==> config.mk <==
export PLATFORM = sky130hd
export DESIGN_NAME = ssc_div_cell
export DESIGN_NICKNAME = d
export VERILOG_FILES = /design/src/rtl/core/ssc_pkg.sv /design/src/rtl/core/ssc_div_cell.sv
export SDC_FILE = /design/constraint.sdc
export NUM_CORES = 1
export LEC_CHECK = 0
export BUFFER_PORTS_ARGS = -buffer_cell sky130_fd_sc_hd__buf_4
export CAP_MARGIN = 20
export CORE_UTILIZATION = 35
export DETAILED_ROUTE_END_ITERATION = 12
export PLACE_DENSITY = 0.64
export SETUP_SLACK_MARGIN = 0.2
export SYNTH_ARGS = -nofsm -noshare
export SYNTH_HDL_FRONTEND = slang
export SYNTH_SLANG_ARGS = --single-unit
==> constraint.sdc <==
create_clock -name clk_i -period 3 [get_ports clk_i]
set_input_delay 0.3 -clock clk_i [delete_from_list [all_inputs] [get_ports clk_i]]
set_output_delay 0.3 -clock clk_i [all_outputs]
set_load 0.02 [all_outputs]
==> src/rtl/core/ssc_pkg.sv <==
package ssc_pkg;

  // Field widths of the contact test.
  localparam int CW    = 32;          // coordinate width, Q16.16
  localparam int NFB   = 14;          // fraction bits of the normal
  localparam int NW    = NFB + 2;     // normal output width
  localparam int DW    = CW + 1;      // centre difference magnitude width
  localparam int SQW   = 2 * DW;      // squared length width
  localparam int RTW   = DW;          // square root width
  localparam int REMW  = RTW + 2;     // square root remainder width
  localparam int QW    = NFB + 1;     // normal quotient width
  localparam int NUMW  = CW + QW;     // normal dividend width
  localparam int S2W   = CW + 3;      // doubled lever width, signed
  localparam int PW    = QW + S2W - 1; // offset product width
  localparam int CEW   = S2W + 1;     // unsaturated contact width

  // Pipeline layout: three front stages, one root cell per result bit,
  // one setup stage, one divide cell per quotient bit, then three more.
  localparam int FR_N  = 3 + RTW;
  localparam int NSTG  = FR_N + QW + 4;

  localparam logic [15:0] EPS_RESET = 16'd7;

  // Data carried alongside the square root cells.
  typedef struct packed {
    logic [2:0][CW-1:0] a;
    logic [2:0]         dneg;
    logic [2:0][DW-1:0] dmag;
    logic [CW-2:0]      ra;
    logic [CW-2:0]      rb;
  } fr_ctx_t;

  // Data carried alongside the divide cells and the output stages.
  typedef struct packed {
    logic [2:0][CW-1:0] a;
    logic [2:0]         dneg;
    logic               hit;
    logic               near;
    logic [CW-1:0]      pen;
    logic [S2W-1:0]     s2;
  } bk_ctx_t;

endpackage

==> src/rtl/core/ssc_div_cell.sv <==
module ssc_div_cell (
  input  logic                   clk_i,
  input  logic                   en_i,
  input  logic [ssc_pkg::CW-1:0] den_i,
  input  logic [ssc_pkg::CW-1:0] rem_i,
  input  logic [ssc_pkg::QW-1:0] low_i,
  input  logic [ssc_pkg::QW-1:0] quo_i,
  output logic [ssc_pkg::CW-1:0] den_o,
  output logic [ssc_pkg::CW-1:0] rem_o,
  output logic [ssc_pkg::QW-1:0] low_o,
  output logic [ssc_pkg::QW-1:0] quo_o
);
  import ssc_pkg::*;

  logic [CW:0]   cur;
  logic [CW-1:0] rem_d;
  logic [QW-1:0] quo_d;

  // One quotient bit of a restoring division.
  always_comb begin
    cur = {rem_i, low_i[QW-1]};
    if (cur >= {1'b0, den_i}) begin
      rem_d = CW'(cur - {1'b0, den_i});
      quo_d = {quo_i[QW-2:0], 1'b1};
    end else begin
      rem_d = cur[CW-1:0];
      quo_d = {quo_i[QW-2:0], 1'b0};
    end
  end

  always_ff @(posedge clk_i) begin
    if (en_i) begin
      den_o <= den_i;
      rem_o <= rem_d;
      low_o <= {low_i[QW-2:0], 1'b0};
      quo_o <= quo_d;
    end
  end

endmodule

Word-level counts from Yosys, hierarchy flattened. Index checks and enable logic that the tools add are counted.

Bits in registers: 93. Input port bits: 96. Output and inout port bits: 94. Logic and storage cells: 8.

$add $sub $neg: 1. Magnitude comparators: 1. Muxes and demuxes: 2.

Operators with widths (number): $ge 33x32->1 (1); $mux 32 (1); $sub 32x32->32 (1); $mux 1 (1).

Longest topological paths before layout.
Depth after elaboration: 2. Depth in mapped cells: 13. Mapped depth without buffers: 11.

Worst setup path before layout. OpenSTA, ideal clock, no wires.

Path type: input -> register. Start: input port den_i[23] (netlist name). End: register rem_o[14] (netlist name) (data pin). Arrival: 2408 ps. Required time: 2740 ps. Slack: 332 ps. Stages on the path: 11. Buffers on the path: 2. Cells stage by stage: inv_1 ha_1 buf_6 and3_1 o21a_1 a311oi_2 o21ai_1 or3b_1 o21a_1 buf_6 mux2_4.

Longest elaborated chain between the ends: 2.

Ends and longest elaborated chain: start: declaration (line ssc_div_cell.sv:4) `input logic [ssc_pkg::CW-1:0] den_i,`; $ge 33x32->1 (line ssc_div_cell.sv:22) `if (cur >= {1'b0, den_i}) begin`; $mux 32 (line ssc_div_cell.sv:22); named net rem_d[14] (line ssc_div_cell.sv:16) `logic [CW-1:0] rem_d;`; end signal: assignment (line ssc_div_cell.sv:34) `rem_o <= rem_d;`; end: declaration (line ssc_div_cell.sv:9) `output logic [ssc_pkg::CW-1:0] rem_o,`.

The timed path passes the listed nets, and every way through them passes these cells. A chain may end at the register's enable or synchronous reset.

Worst setup path after layout.
Start: input port den_i[0] (netlist name). End: register rem_o[24] (netlist name) (data pin).

Longest elaborated chain between the ends: 2. Elaborated cells on any way between the ends: 3. Those cells by class: add/sub (1); order compare (1); mux (1).

Ends and longest elaborated chain (line): $sub 32x32->32 or $ge 33x32->1 (tied branches) (ssc_div_cell.sv:23, ssc_div_cell.sv:22); $mux 32 (*) (ssc_div_cell.sv:22); named net rem_d[24] (ssc_div_cell.sv:16).

The timed path passes the listed nets; every way through them passes the cells marked *.

==> out/qor.yml <==
run_status:
  outcome: "finished clean"
critical_path:
  crit_chain: "buf_4, ha_1, fa_1, nor2b_1, o2111ai_2, a21oi_2, o31ai_1, a21oi_2, a21oi_1, nand4b_1, mux2_4"
  critical-path-max-stage-delay_ps: 420
  crit_arrival_ps: 2720
  crit_top_cell: "a21oi_2"
  crit_fanout: 6
  cp.required_ps: 3100
  crit_type: "in2reg"
  path_buf_inv: 1
  critPathLaunchType: "input port"
  worst-path-stages: 11
  path_delay_family: "compound AO/OA/AOI/OAI gates"
  end_kind: "flop"
  slowest_stage: "fa_1"
flow_run:
  drv_cap: 0
final_layout:
  diodes: 0
  fin_nets: 806
  final_cell_mix: "227 x buf_4, 93 x edfxtp_1, 53 x a21oi_1"
  drive_gt1_share_pct: 38.6
  fin_area_um2: 7320
  final_common_cell: "buf_4"
  area_growth_pct: 42.6
  final_cells: 862
placed_design:
  io_buffers: 187
  gp_congestion: 0.861
  dp_slack_ps: -40.5
  place_inst: 846
  place_area_um2: 7000
  hpwlAfterDp_um: 9890
synthesis:
  yosys-top-cells-area: "edfxtp_1 54%, ha_1 7.8%, a21oi_1 5.3%"
  synth_top_area_share_pct: 54.4
  synth_cell_types: 50
  synth_cells: 454
  synth_top_area_cell: "edfxtp_1"
  synth.cell_area_um2: 5130
  synth_edf_count: 93
  syn_nets: 583
  syn_avg_cell_area_um2: 11.3
  yosysWarnings: 0
  async_flop_share_pct: 0
  ys_seq_area_share_pct: 54.4
  yosys_most_used_dff: "edfxtp_1"
  synth-seq-cells: 93
power:
  p_leak_nw: 3.30
  pwr-share-clk_pct: 29.3
  sw_frac_of_total_pct: 29.1
  ir_drop_mv: 0.256
  power_frac_seq_pct: 41.4
  p_int_w: 0.00282
  p_comb_share_pct: 29.4
  cellPowerDensity_nw_per_um2: 543
  p_total_w: 0.00397
  netSwitchingPower_w: 0.00116
route:
  num_vias: 4145
  wl_um: 12500
  dr.pass1.iters: 4
  routedWlPerCell_um: 14.5
  drc_errors: 0
  drt-initial-drc-count: 162
  antenna_left: 0
  vias_per_cell: 4.81
sta:
  slew_violations: 0
  setup_viol: 0
  fin_ws_ps: 380
  period_minus_slack_ps: 2620
  relSlewSlack_pct: 65.2
  post-route-period-util_pct: 87.3
  hold_viol: 0
  worstMarginPinSlew_ps: 522
  fmax_ghz: 0.382
  rsz0062_at_grt: "false"
floorplan:
  row_count: 43
  die_y_um: 123
  coreArea_um2: 14100
  die_area_um2: 15100
  die_width_um: 123
  initial_core_util_pct: 36.4
  ios: 190
hold_path:
  min_path_cells: 1
  hp-class: "in2reg"
cts:
  clk_pin_slew_worst_paths_ps: 70
  cts_buffers: 9
  clock-root-buffer: "clkbuf_16"
  cts_max_level: 3
  cts_buffer_depth: 2
  clock_sinks: 93
  cts_tree: "built"
global_routing:
  grt_antenna_before_repair: 0
  grt_pass1_wl_um: 19700
  grt_usage_pct: 17.0
  grt_max_degree: 56
  grt_pass1_vias: 4206
  grt.overflow.total: 0
## Yosys cell counts, drive strengths merged (2+ instances only)
library cell	number
a2111oi	4
a211oi	3
a21o	8
a21oi	55
a31o	2
a31oi	2
and2	3
and3	2
buf	12
clkbuf	6
edfxtp	93
ha	32
inv	46
mux2	8
mux2i	2
nand2	24
nand2b	7
nand3	8
nand4	8
nand4b	2
nor2	37
nor2b	2
nor3	3
nor4b	2
o211ai	2
o21a	6
o21ai	21
o21bai	5
o31ai	7
or2	2
or3	2
xnor2	16
xor2	10
## cell families (layout without fill, tap and decap cells)
| kind of cell | after synthesis | count (layout) | share of synthesized area, % |
|---|---|---|---|
| AOI/OAI and AO/OA | 120 | 120 | 14.3 |
| xor gates and xnor gates | 26 | 26 | 4.44 |
| adders and majority gates | 33 | 33 | 8.19 |
| buffers and inverters | 64 | 292 | 5.68 |
| DFF | 93 | 93 | 54.4 |
| muxes | 10 | 10 | 2.73 |
| other | 1 | 1 | 0.0731 |
| and+or+nand+nor | 107 | 107 | 10.2 |
## power groups by stage
stage	logic, W	registers, W	clock network (W)
6_report	0.00117	0.00164	0.00116
5_1_grt	0.00127	0.00166	0.00126
4_1_cts	0.00117	0.00165	0.00120
3_5_place_dp	0.00117	0.00167	0
3_3_place_gp	0.00115	0.00167	0
2_1_floorplan	0.000465	0.00186	0
## flip-flops by register name, summed over array words and instances (netlist names)
name / count
quo_o: 15
rem_o: 32
low_o: 14
den_o: 32
## path summary, 6_finish.rpt
path / from / to / slack, ps
min: low_i[2] / low_o[3] / 120
max: den_i[0] / rem_o[24] / 380
## metal layers
metal / share of wire, % / vias up / GRT usage, %
li1: - / 2098 / -
met1: 44 / 1884 / 21.6
met2: 46 / 151 / 27.3
met3: 7.9 / 12 / 5.63
met4: 1.4 / 0 / 5.80
met5: 0 / - / 0
## stage by stage
stage / setup TNS, ps / hold WS, ps / utilization, %
3_3_place_gp: 0 / 478 / 49.7
6_report: 0 / 124 / 51.9
5_1_grt: 0 / 93.9 / 51.9
3_5_place_dp: -51.8 / 480 / 49.7
4_1_cts: 0 / 106 / 51.8
2_1_floorplan: 0 / 399 / -
## cell type report
cell class,count,area (um^2)
Clock buffer,9,225
Timing Repair Buffer,230,1760
Clock inverter,7,80.1
Inverter,46,173
Fill cell,1285,6780
Tap cell,180,225
Multi-Input combinational cell,297,2060
Sequential cell,93,2790
## what timing repair did
item / 4_1_cts / 5_1_grt
setup buffers: 0 / 0
hold buffers: 0 / 0
resized for setup: 0 / 2
endpoints found under the setup margin: 0 / 4
Note: power is estimated with default switching activity, not from simulation.
